===== src/rtl/sati_pkg.sv =====
// sati_pkg: shared types, codes and constants for the sparse angle table interpolator
// no dependencies
`default_nettype none
package sati_pkg;

	// result status codes
	typedef enum logic [1:0] {
		ST_STORED  = 2'd0,
		ST_DROPPED = 2'd1,
		ST_FOUND   = 2'd2,
		ST_NODATA  = 2'd3
	} status_t;

	// operation codes
	localparam logic OP_STORE = 1'b0;
	localparam logic OP_QUERY = 1'b1;

	// controller states
	typedef enum logic [3:0] {
		S_IDLE,
		S_STORE,
		S_SCAN,
		S_RD_LO,
		S_RD_HI,
		S_MUL,
		S_DIV_LD,
		S_DIV,
		S_OUT
	} state_t;

	// controller to datapath commands
	typedef struct packed {
		logic load;      // capture input item
		logic wr;        // write table entry
		logic scan_clr;  // start neighbor scan
		logic scan_step; // examine one entry
		logic rd_lo;     // read low neighbor
		logic rd_hi;     // read high neighbor (or exact)
		logic mul;       // form products
		logic div_start; // start divider
		logic div_step;  // one divider step
		logic res_load;  // load result register
	} cmd_t;

	// datapath to controller status
	typedef struct packed {
		logic is_query;
		logic scan_done;
		logic div_done;
	} stat_t;

endpackage
`default_nettype wire


===== src/rtl/sati_ctrl.sv =====
// sati_ctrl: sequencing state machine for stores and queries
// depends on sati_pkg
`default_nettype none
module sati_ctrl import sati_pkg::*; (
	input  wire  logic  clk,
	input  wire  logic  arst_n,
	input  wire  logic  in_fire,
	input  wire  logic  out_free,
	input  wire  stat_t st,
	output cmd_t        cmd,
	output logic        busy
);

	state_t state_q, state_n;

	// state register
	always_ff @(posedge clk or negedge arst_n) begin
		if (!arst_n) state_q <= S_IDLE;
		else state_q <= state_n;
	end

	// next state
	always_comb begin
		state_n = state_q;
		case (state_q)
			S_IDLE:   if (in_fire) state_n = S_STORE;
			S_STORE:  state_n = st.is_query ? S_SCAN : S_OUT;
			S_SCAN:   if (st.scan_done) state_n = S_RD_LO;
			S_RD_LO:  state_n = S_RD_HI;
			S_RD_HI:  state_n = S_MUL;
			S_MUL:    state_n = S_DIV_LD;
			S_DIV_LD: state_n = S_DIV;
			S_DIV:    if (st.div_done) state_n = S_OUT;
			S_OUT:    if (out_free) state_n = S_IDLE;
			default:  state_n = S_IDLE;
		endcase
	end

	// outputs
	always_comb begin
		cmd = '0;
		busy = 1'b1;
		case (state_q)
			S_IDLE: begin
				busy = 1'b0;
				cmd.load = in_fire;
			end
			S_STORE: begin
				cmd.wr = !st.is_query;
				cmd.scan_clr = st.is_query;
			end
			S_SCAN:   cmd.scan_step = 1'b1;
			S_RD_LO:  cmd.rd_lo = 1'b1;
			S_RD_HI:  cmd.rd_hi = 1'b1;
			S_MUL:    cmd.mul = 1'b1;
			S_DIV_LD: cmd.div_start = 1'b1;
			S_DIV:    cmd.div_step = 1'b1;
			S_OUT:    cmd.res_load = out_free;
			default:  cmd = '0;
		endcase
	end

endmodule
`default_nettype wire


===== config.mk =====
export PLATFORM = sky130hd
export DESIGN_NAME = sati_ctrl
export DESIGN_NICKNAME = d
export VERILOG_FILES = /design/src/rtl/sati_pkg.sv /design/src/rtl/sati_ctrl.sv
export SDC_FILE = /design/constraint.sdc
export NUM_CORES = 1
export LEC_CHECK = 0
export BUFFER_PORTS_ARGS = -buffer_cell sky130_fd_sc_hd__buf_2
export CAP_MARGIN = 20
export CORE_AREA = 3 3 40 42
export CTS_CLUSTER_DIAMETER = 30
export CTS_CLUSTER_SIZE = 24
export DETAILED_ROUTE_END_ITERATION = 10
export DIE_AREA = 0 0 43 45
export GPL_ROUTABILITY_DRIVEN = 0
export MAX_ROUTING_LAYER = met4
export PLACE_DENSITY = 0.52
export SLEW_MARGIN = 30
export SYNTH_ARGS = -nofsm -noshare
export SYNTH_HDL_FRONTEND = slang
export SYNTH_SLANG_ARGS = --single-unit

===== constraint.sdc =====
create_clock -name clk -period 0.99 [get_ports clk]
set_input_delay 0.1485 -clock clk [delete_from_list [all_inputs] [get_ports clk]]
set_output_delay 0.1485 -clock clk [all_outputs]
set_load 0.01 [all_outputs]

==> results.json, run 1 <==
{
  "initial_utilization_pct": 25.8,
  "route.antenna.remaining_nets": 0,
  "core_region_area_sq_mm": 0.00128,
  "htreeDepth": 1,
  "fin_total_pwr_w": 0.00204,
  "final.fill_count": 133,
  "die_y_microns": 45,
  "category_of_the_critical_setup_timing_path": "reg -> out",
  "worstMarginPinSlew_ns": 0.204,
  "ios": 18,
  "sequential_fraction_of_the_synthesis_area_pct": 30.2,
  "ir_worst_vdd_mv": 1.54,
  "worstPathMaxFanout": 6,
  "biggestRegsByFlops": "state_q (4)",
  "timing.reg2reg.worst_path_depth": 4,
  "worst_clock_skew_ns": 0.00213,
  "max_freq_ghz": 0.763,
  "kind_of_start_point_of_the_critical_path": "register",
  "post-route-min-period_ns": 1.31,
  "run_status": "finished, violations left",
  "drt-vias-per-instance": 4.79,
  "cts.reportedPaths.clkPinSlew_ns": 0.04,
  "floorplan_die_area_sq_mm": 0.00194,
  "min_from": "out_free",
  "power.leakage_nw": 0.292,
  "pin_count_of_the_biggest_net_entering_global_routing": 7,
  "reg2reg_from": "state_q[1]",
  "drt_iter0_markers": 4,
  "grt_first_pass_wirelength_mm": 1.70,
  "final_max_slew_viol_count": 0,
  "cts_tree": "built",
  "dieWidth_microns": 43,
  "synth_area_sq_um": 332,
  "syn2layout_area_growth_pct": 84.2,
  "insertedDiodeCount": 0,
  "globalRouteTotalUtil_pct": 12.2,
  "ff2ff_setup_slack_ns": -0.17,
  "worst_hold_path_type": "in -> reg",
  "multiInputGateArea_sq_um": 280,
  "globalRoute.totalOverflow": 0,
  "tritoncts.num_buffers": 3,
  "cell_count_of_the_worst_hold_path": 2,
  "numPortBuffers": 17,
  "avgSynthCellArea_sq_um": 7.71,
  "post-route-worst-setup-slack_ns": -0.320,
  "timing.final.hold_violations": 0,
  "critical_path_arrival_ns": 1.16,
  "via_count_of_the_first_global_routing_pass": 397,
  "nNetsFinal": 80,
  "post_synth_num_cell_types": 19,
  "clk_root_buffer_cell": "sky130_fd_sc_hd__clkbuf_4",
  "relSlewSlack_pct": 86.3,
  "synth_area_leaders": "sky130_fd_sc_hd__dfrtp_1 30%, sky130_fd_sc_hd__nor3_1 9.1%, sky130_fd_sc_hd__nor2_1 7.9%",
  "syn_inst": 43,
  "yosys_warnings": 0,
  "firstDrtPassIters": 4,
  "synth-seq-cells": 4,
  "violations": "setup timing",
  "maxCapViolations": 0,
  "syn-num-nets": 50,
  "route.detailed.wl_per_inst_microns": 11.4,
  "wl_microns": 981,
  "crit_required_ns": 0.84,
  "routed_vias": 412,
  "crit_path_end_kind": "output port",
  "max_reg_flops": 4,
  "reg2reg_to": "state_q[3]",
  "antenna_violations_before_repair": 0,
  "std_cell_rows": 13,
  "grt_setup_unrepaired": "yes",
  "timing.final.crit_share_pct": 132,
  "synth_top_cell_by_area": "sky130_fd_sc_hd__dfrtp_1",
  "hold_end": "state_q[3]",
  "power.density_cell_area_mw_per_mm2": 3340,
  "drive_gt1_share_pct": 69.0,
  "clockBufferDepth": 2,
  "clock_sinks": 4,
  "top_area_cell_type_share_of_the_netlist_area_pct": 30.2,
  "finalSetupViolCount": 15,
  "hpwl_microns": 751,
  "clock_latency_ns": 0.23,
  "drcViolationCount": 0,
  "biggest_register": "state_q",
  "hold_ws_ns": 0.112,
  "seq_area_sq_um": 105
}
kinds of logic after synthesis:
kind of cell	count (synthesis)	share of synthesized area (%)
flops	4	30.2
compound gates	7	15.1
buf+inv	4	8.30
simple gates	28	46.4
power breakdown:
| group | total, W | internal, W | switching, W | leakage [nW] |
|---|---|---|---|---|
| registers | 0.000460 | 0.000264 | 0.000196 | 0.0440 |
| clock network | 0.000194 | 0.000135 | 0.0000594 | 0.0138 |
| logic | 0.00138 | 0.000706 | 0.000677 | 0.234 |
| total | 0.00204 | 0.00111 | 0.000932 | 0.292 |
how the worst max path moves through the flow:
stage	cells after the start	slack, ns	start	end
after floorplan	3	-0.04	state_q[3]	cmd[1]
after global placement	3	-0.16	state_q[1]	cmd[0]
after detailed placement	3	-0.20	state_q[1]	cmd[0]
after CTS	3	-0.33	state_q[3]	cmd[4]
after global routing	3	-0.40	state_q[2]	cmd[8]
final	3	-0.32	state_q[1]	cmd[4]
layout by cell type (no fill, tap or decap):
cell type	Yosys	routed
sky130_fd_sc_hd__and4b_1	1	1
sky130_fd_sc_hd__nor3_2	1	6
sky130_fd_sc_hd__a31oi_1	1	1
sky130_fd_sc_hd__o32ai_2	1	1
sky130_fd_sc_hd__o21ai_1	0	1
sky130_fd_sc_hd__nor3_4	0	1
sky130_fd_sc_hd__nor2b_2	0	1
sky130_fd_sc_hd__buf_6	1	2
sky130_fd_sc_hd__nor2b_1	4	3
sky130_fd_sc_hd__clkbuf_4	0	3
sky130_fd_sc_hd__buf_4	1	8
sky130_fd_sc_hd__o21a_1	1	1
sky130_fd_sc_hd__nand2b_2	0	1
sky130_fd_sc_hd__inv_4	0	1
sky130_fd_sc_hd__and3_1	2	2
sky130_fd_sc_hd__nor2_4	0	2
sky130_fd_sc_hd__nand2_1	5	5
sky130_fd_sc_hd__nor2_1	7	5
sky130_fd_sc_hd__nor4b_4	0	1
sky130_fd_sc_hd__buf_2	1	17
sky130_fd_sc_hd__o21ai_0	2	1
sky130_fd_sc_hd__dfrtp_2	0	4
sky130_fd_sc_hd__a21oi_4	0	1
sky130_fd_sc_hd__a21oi_1	2	1
sky130_fd_sc_hd__dlygate4sd3_1	0	1
metrics by stage:
step / cell area (sq um) / TNS (ns) / setup WS, ns / std cells / utilization, %
floorplan: 378 / -0.139 / -0.0374 / 43 / -
global placement: 500 / -1.57 / -0.160 / 79 / 38.9
detailed placement: 500 / -1.85 / -0.202 / 79 / 38.9
CTS: 573 / -3.70 / -0.333 / 86 / 44.6
global route: 611 / -4.49 / -0.398 / 86 / 47.5
finish: 611 / -3.50 / -0.320 / 86 / 47.5
worst max-delay path: stages, from the launching register on:
cell                      delay (ns)
sky130_fd_sc_hd__dfrtp_2        0.46
sky130_fd_sc_hd__buf_4          0.17
sky130_fd_sc_hd__nor3_2         0.15
sky130_fd_sc_hd__buf_2          0.15
cell usage after synthesis (all sizes together):
library cell  number
inv                1
a31oi              1
o21ai              2
nor3               7
nor4b              1
nor2b              4
dfrtp              4
a21oi              2
nand2b             1
o21a               1
buf                3
nand2              5
o32ai              1
and3               2
nor2               7
and4b              1
per-layer routing:
metal	up-vias	share of wire (%)	GRT usage [%]
met5	-	0	-
met3	2	5.2	2.79
li1	209	-	-
met1	192	42	14.8
met2	9	52	18.6
met4	0	0.61	7.23
area by class of cell:
type | count | area share (%)
Multi-Input combinational cell | 35 | 45.9
Timing Repair Buffer | 28 | 29.1
Sequential cell | 4 | 17.2
Clock buffer | 3 | 3.69
Tap cell | 15 | 3.07
Inverter | 1 | 1.02
what timing repair did:
| action | in CTS | in global routing |
|---|---|---|
| hold buffers | 1 | 0 |
| endpoints found under the setup margin | 15 | 15 |
| setup buffers | 3 | 1 |
| endpoints found under the hold margin | 4 | 0 |
| pin swaps | 4 | 3 |
| gates resized for setup | 11 | 8 |
Note: power is estimated with default switching activity, not from simulation.
==> inputs of run 2 (changes only) <==
--- a/config.mk
+++ b/config.mk
@@ -19,3 +19,4 @@
 export SYNTH_ARGS = -nofsm -noshare
 export SYNTH_HDL_FRONTEND = slang
 export SYNTH_SLANG_ARGS = --single-unit
+export TNS_END_PERCENT = 5
==> run 2 against run 1 <==
Compared with the run above:
- the flow still finishes with violations (setup timing)
- clock power is 3% higher
- global-route usage grew 0.34 points
- core utilization increased by 4.6 points
- largest cell class unchanged
- largest power group unchanged
==> results.json, run 2 (synthesized netlist as in run 1, its figures left out) <==
{
  "critical-path-slowest-cell": "sky130_fd_sc_hd__dfrtp_1",
  "worst_hold_path_type": "in -> reg",
  "clk_root_buffer_cell": "sky130_fd_sc_hd__clkbuf_4",
  "pin_count_of_the_biggest_net_entering_global_routing": 9,
  "ir_worst_vdd_mv": 1.78,
  "drt_iter0_markers": 1,
  "dieWidth_microns": 43,
  "post-place-cells": 84,
  "violations": "setup timing",
  "biggest_register": "state_q",
  "floorplan_die_area_sq_mm": 0.00194,
  "drt-vias-per-instance": 4.66,
  "post-route-min-period_ns": 1.34,
  "worstPathMaxFanout": 5,
  "kind_of_start_point_of_the_critical_path": "register",
  "worstMarginPinSlew_ns": 0.211,
  "hpwl_microns": 761,
  "finalSetupViolCount": 15,
  "critPathMostFrequentCell": "sky130_fd_sc_hd__buf_6",
  "die_y_microns": 45,
  "crit_path_end_kind": "output port",
  "timing.final.crit_share_pct": 135,
  "cp_top_family": "flip-flops",
  "hold_ws_ns": 0.117,
  "route.top_layer_used": "met3",
  "final.fill_count": 128,
  "most_common_library_cell_in_the_layout_ignoring_fill_and_taps": "sky130_fd_sc_hd__buf_2",
  "nNetsFinal": 87,
  "crit_path_cell_trace": "buf_6, nor2b_4, and3_4, buf_6",
  "globalRouteTotalUtil_pct": 12.6,
  "clock_sinks": 4,
  "post-route-worst-setup-slack_ns": -0.349,
  "multiInputGateArea_sq_um": 275,
  "cp_slowest_stage_delay_ns": 0.42,
  "initial_utilization_pct": 25.8,
  "grt_first_pass_wirelength_mm": 1.80,
  "relSlewSlack_pct": 85.9,
  "std_cell_rows": 13,
  "final_max_slew_viol_count": 0,
  "run_status": "finished, violations left",
  "firstDrtPassIters": 2,
  "final_cell_count_no_fill": 93,
  "mostFrequentLayoutCells": "16 x sky130_fd_sc_hd__buf_2, 13 x sky130_fd_sc_hd__buf_4, 6 x sky130_fd_sc_hd__nor3_2",
  "tritoncts.num_buffers": 3,
  "power.leakage_nw": 0.323,
  "met2_length_microns": 539,
  "maxCapViolations": 0,
  "cts.reportedPaths.clkPinSlew_ns": 0.04,
  "globalRoute.totalOverflow": 0,
  "antenna_violations_before_repair": 0,
  "cts_tree": "built",
  "wl_met3_microns": 48,
  "ios": 18,
  "clockBufferDepth": 2,
  "critical_path_arrival_ns": 1.19,
  "drcViolationCount": 0,
  "timing.final.hold_violations": 0,
  "htreeDepth": 1,
  "insertedDiodeCount": 0,
  "clock_latency_ns": 0.23,
  "worst_clock_skew_ns": 0.00624,
  "numPortBuffers": 17,
  "route.antenna.remaining_nets": 0,
  "routed_vias": 433,
  "category_of_the_critical_setup_timing_path": "reg -> out",
  "core_region_area_sq_mm": 0.00128,
  "seq_area_sq_um": 103,
  "crit_required_ns": 0.84,
  "via_count_of_the_first_global_routing_pass": 435,
  "route.detailed.wl_per_inst_microns": 11.2,
  "biggestRegsByFlops": "state_q (4)",
  "wl_mm": 1.04,
  "power.density_cell_area_mw_per_mm2": 3300,
  "grt_setup_unrepaired": "yes",
  "max_reg_flops": 4,
  "worstPathBufferInverterCount": 2,
  "drt-met1-wl_microns": 454,
  "syn2layout_area_growth_pct": 102,
  "max_freq_ghz": 0.747,
  "drive_gt1_share_pct": 69.2,
  "setup_tns_ns": -4.09
}
==> run 2: cell types whose count changed in the layout (fill, tap and decap cells not counted), sizes merged <==
cell	delta
buf	+7
==> run 2: repair_timing <==
| action | CTS | global route |
|---|---|---|
| setup buffers | 5 | 0 |
| hold buffers | 1 | 0 |
| endpoints found under the setup margin | 15 | 15 |
| endpoints found under the hold margin | 4 | 0 |
| gates resized for setup | 17 | 3 |
| pin swaps | 9 | 0 |
==> run 2: through the flow <==
step                      total power, W  util [%]  instance area, sq um  setup slack (ns)
after global routing             0.00240      52.1                   669            -0.415
after floorplan                  0.00107         -                   350           -0.0807
after global placement           0.00158      40.5                   520            -0.188
after detailed placement         0.00159      40.5                   520            -0.212
final                            0.00221      52.1                   669            -0.349
after CTS                        0.00219      50.9                   654            -0.347
==> run 2: area by class of cell <==
class,instances,area share (%)
Clock buffer,3,3.36
Inverter,1,0.935
Multi-Input combinational cell,35,41.1
Sequential cell,4,15.3
Tap cell,15,2.80
Timing Repair Buffer,35,36.4
==> run 2: layer usage <==
metal | up-vias | track usage (%)
met2 | 12 | 22.5
met3 | 0 | 0
met1 | 201 | 14.3
met5 | - | -
li1 | 220 | -
met4 | 0 | 7.23
==> run 2: worst paths after layout <==
path	cells past startpoint	from	slack, ns	to
worst max-delay path	4	state_q[2]	-0.35	cmd[0]
worst min-delay path	2	out_free	0.12	state_q[3]
worst max register to register	5	state_q[2]	-0.23	state_q[3]
worst min register to register	3	state_q[0]	0.70	state_q[3]
max in group asynchronous	2	arst_n	0.61	state_q[0]
min in group asynchronous	2	arst_n	0.25	state_q[3]
==> run 2: where the power goes <==
part,switching (W),internal (W)
Combinational,0.000702,0.000864
Sequential,0.000185,0.000256
Clock,0.0000641,0.000135
==> inputs of run 3 (changes only) <==
--- a/config.mk
+++ b/config.mk
@@ -5,6 +5,7 @@
 export SDC_FILE = /design/constraint.sdc
 export NUM_CORES = 1
 export LEC_CHECK = 0
+export ABC_AREA = 1
 export BUFFER_PORTS_ARGS = -buffer_cell sky130_fd_sc_hd__buf_2
 export CAP_MARGIN = 20
 export CORE_AREA = 3 3 40 42
@@ -14,7 +15,6 @@
 export DIE_AREA = 0 0 43 45
 export GPL_ROUTABILITY_DRIVEN = 0
 export MAX_ROUTING_LAYER = met4
-export PLACE_DENSITY = 0.52
 export SLEW_MARGIN = 30
 export SYNTH_ARGS = -nofsm -noshare
 export SYNTH_HDL_FRONTEND = slang
==> run 3 against run 2 <==
Compared with the run above:
- the flow still finishes with violations (setup timing)
- fmax shrank 1.7%
- sequential power fell by 16%
- via count down 0.92%
- cell area is 15% lower
- first-iteration DRC count rose to 4.0 times the previous value
==> results.json, run 3 <==
{
  "wl_microns": 921,
  "numPortBuffers": 17,
  "relSlewSlack_pct": 87.0,
  "route.detailed.wl_per_inst_microns": 9.12,
  "syn-num-nets": 65,
  "clock_sinks": 4,
  "synth_top_cell_by_area": "sky130_fd_sc_hd__dfrtp_1",
  "worstPathMaxFanout": 7,
  "max_freq_ghz": 0.734,
  "kind_of_start_point_of_the_critical_path": "register",
  "synth-seq-cells": 4,
  "dieWidth_microns": 43,
  "htreeDepth": 1,
  "sequential_fraction_of_the_synthesis_area_pct": 28.7,
  "top_cell_types_by_occurrence_after_synthesis": "13 x sky130_fd_sc_hd__inv_1, 13 x sky130_fd_sc_hd__nand2_1, 8 x sky130_fd_sc_hd__nor2_1",
  "tritoncts.num_buffers": 3,
  "clock_latency_ns": 0.24,
  "worstMarginPinSlew_ns": 0.194,
  "hold_end": "state_q[3]",
  "cp_slowest_stage_delay_ns": 0.43,
  "pin_count_of_the_biggest_net_entering_global_routing": 8,
  "globalRoute.totalOverflow": 0,
  "grt_first_pass_wirelength_mm": 1.58,
  "worst_clock_skew_ns": 0.00215,
  "dpl_worst_slack_ns": -0.146,
  "final_max_slew_viol_count": 0,
  "drt_iter0_markers": 4,
  "clockBufferDepth": 2,
  "cell_count_of_the_worst_hold_path": 4,
  "timing.final.hold_violations": 0,
  "post-route-worst-setup-slack_ns": -0.372,
  "power.density_cell_area_mw_per_mm2": 3000,
  "drt-vias-per-instance": 4.25,
  "finalSetupViolCount": 15,
  "antenna_violations_before_repair": 0,
  "placed_cell_area_sq_um": 514,
  "ff2ff_setup_slack_ns": -0.17,
  "drive_gt1_share_pct": 54.7,
  "post-route-min-period_ns": 1.36,
  "reg2reg_to": "state_q[1]",
  "final_design_area_no_fill_sq_um": 571,
  "final_cell_count_no_fill": 101,
  "clk_root_buffer_cell": "sky130_fd_sc_hd__clkbuf_4",
  "most_common_library_cell_in_the_layout_ignoring_fill_and_taps": "sky130_fd_sc_hd__buf_2",
  "routed_vias": 429,
  "asyncSetResetFlopFracSynth_pct": 100,
  "syn_inst": 58,
  "worst_hold_path_type": "in -> reg",
  "cts_tree": "built",
  "synth-edff-count": 0,
  "violations": "setup timing",
  "timing.reg2reg.worst_path_depth": 6,
  "final.fill_count": 148,
  "main_flop_type_after_synthesis": "sky130_fd_sc_hd__dfrtp_1",
  "insertedDiodeCount": 0,
  "max_reg_flops": 4,
  "biggest_register": "state_q",
  "run_status": "finished, violations left",
  "post-place-cells": 96,
  "avgSynthCellArea_sq_um": 6.02,
  "ir_worst_vdd_mv": 1.24,
  "critical-path-slowest-cell": "sky130_fd_sc_hd__dfrtp_2",
  "timing.final.crit_share_pct": 138,
  "std_cell_rows": 13,
  "hpwl_microns": 748,
  "critical_path_arrival_ns": 1.21,
  "crit_path_end_kind": "output port",
  "top_area_cell_type_share_of_the_netlist_area_pct": 28.7,
  "reg2reg_from": "state_q[3]",
  "mostFrequentLayoutCells": "17 x sky130_fd_sc_hd__buf_2, 12 x sky130_fd_sc_hd__nand2_1, 10 x sky130_fd_sc_hd__inv_1",
  "syn2layout_area_growth_pct": 63.4,
  "maxCapViolations": 0,
  "initial_utilization_pct": 27.2,
  "category_of_the_critical_setup_timing_path": "reg -> out",
  "route.antenna.remaining_nets": 0,
  "min_from": "st[2]",
  "crit_path_cell_trace": "nor2_4, nand4_1, inv_1, buf_2",
  "floorplan_die_area_sq_mm": 0.00194,
  "synth_area_leaders": "sky130_fd_sc_hd__dfrtp_1 29%, sky130_fd_sc_hd__inv_1 14%, sky130_fd_sc_hd__nand2_1 14%",
  "cts.reportedPaths.clkPinSlew_ns": 0.03,
  "globalRouteTotalUtil_pct": 12.0,
  "drcViolationCount": 0,
  "via_count_of_the_first_global_routing_pass": 405,
  "synth_area_sq_um": 349,
  "core_region_area_sq_mm": 0.00128,
  "post_synth_num_cell_types": 15,
  "yosys_warnings": 0,
  "biggestRegsByFlops": "state_q (4)",
  "crit_required_ns": 0.84,
  "nNetsFinal": 95,
  "firstDrtPassIters": 4,
  "ios": 18,
  "die_y_microns": 45,
  "power.leakage_nw": 0.356,
  "grt_setup_unrepaired": "yes"
}
-- run 3: cell types whose count changed in the layout (fill, tap and decap cells not counted), sizes merged, moves of 2 or more --
cell / delta
a21oi: -2
nand3: +7
nor3: -6
nor2b: -4
buf: -10
and3: -2
inv: +14
nand2: +10
nor2: +4
-- run 3: final cells by class --
class	count	area, sq um	area share [%]
clock buffer	3	22.5	3.95
timing repair buffer	25	148	25.9
sequential	4	104	18.2
tap	15	18.8	3.29
multi-input combinational	39	221	38.8
inverter	15	56.3	9.87
-- run 3: routing by layer --
metal,routed length [microns],global-route usage [%],up-vias
met2,414,16.2,15
li1,-,-,234
met3,54,2.39,2
met4,19,12.7,0
met1,433,14.1,178
met5,0,-,-
-- run 3: worst max path at each step --
| stage | start | endpoint | slack [ns] | depth (start not counted) |
|---|---|---|---|---|
| floorplan | state_q[2] | state_q[0] | -0.06 | 7 |
| global placement | state_q[1] | state_q[0] | -0.16 | 6 |
| detailed placement | state_q[1] | state_q[0] | -0.15 | 6 |
| CTS | state_q[2] | cmd[7] | -0.37 | 4 |
| global route | state_q[3] | cmd[7] | -0.45 | 4 |
| finish | state_q[3] | cmd[7] | -0.37 | 4 |
-- run 3: metrics by stage --
stage                     utilization [%]  setup TNS, ns  hold slack (ns)  total power (W)
after floorplan                         -         -0.352           -0.147          0.00103
after detailed placement             40.0          -1.49          -0.0422          0.00141
after CTS                            44.3          -4.10            0.222          0.00170
final                                44.4          -3.89            0.223          0.00171
after global placement               40.0          -1.53          -0.0428          0.00141
after global routing                 44.4          -5.12            0.258          0.00188
-- run 3: cell families (layout without fill, tap and decap cells) --
logic type | after synthesis | in the layout | share of synthesized area, %
AND/OR/NAND/NOR | 37 | 37 | 50.2
buffers and inverters | 15 | 43 | 16.1
flip-flops | 4 | 4 | 28.7
AO/OA/AOI/OAI | 2 | 2 | 5.02
-- run 3: critical path, delay by kind of cell, from the launching register on --
kind          cells  cell delay [ns]
buf+inv           2             0.19
simple gates      2             0.35
flops             1             0.43
-- run 3: where the power goes --
part,internal [W],switching [W],leakage [nW]
clock network,0.000136,0.0000672,0.0138
registers,0.000250,0.000121,0.0476
logic,0.000479,0.000659,0.294
-- run 3: what timing repair did --
action | CTS | global route
pin swaps | 3 | 3
resized for setup | 7 | 3
hold endpoints to repair | 4 | 0
setup buffers | 1 | 0
hold buffers | 1 | 0
setup endpoints to repair | 15 | 15
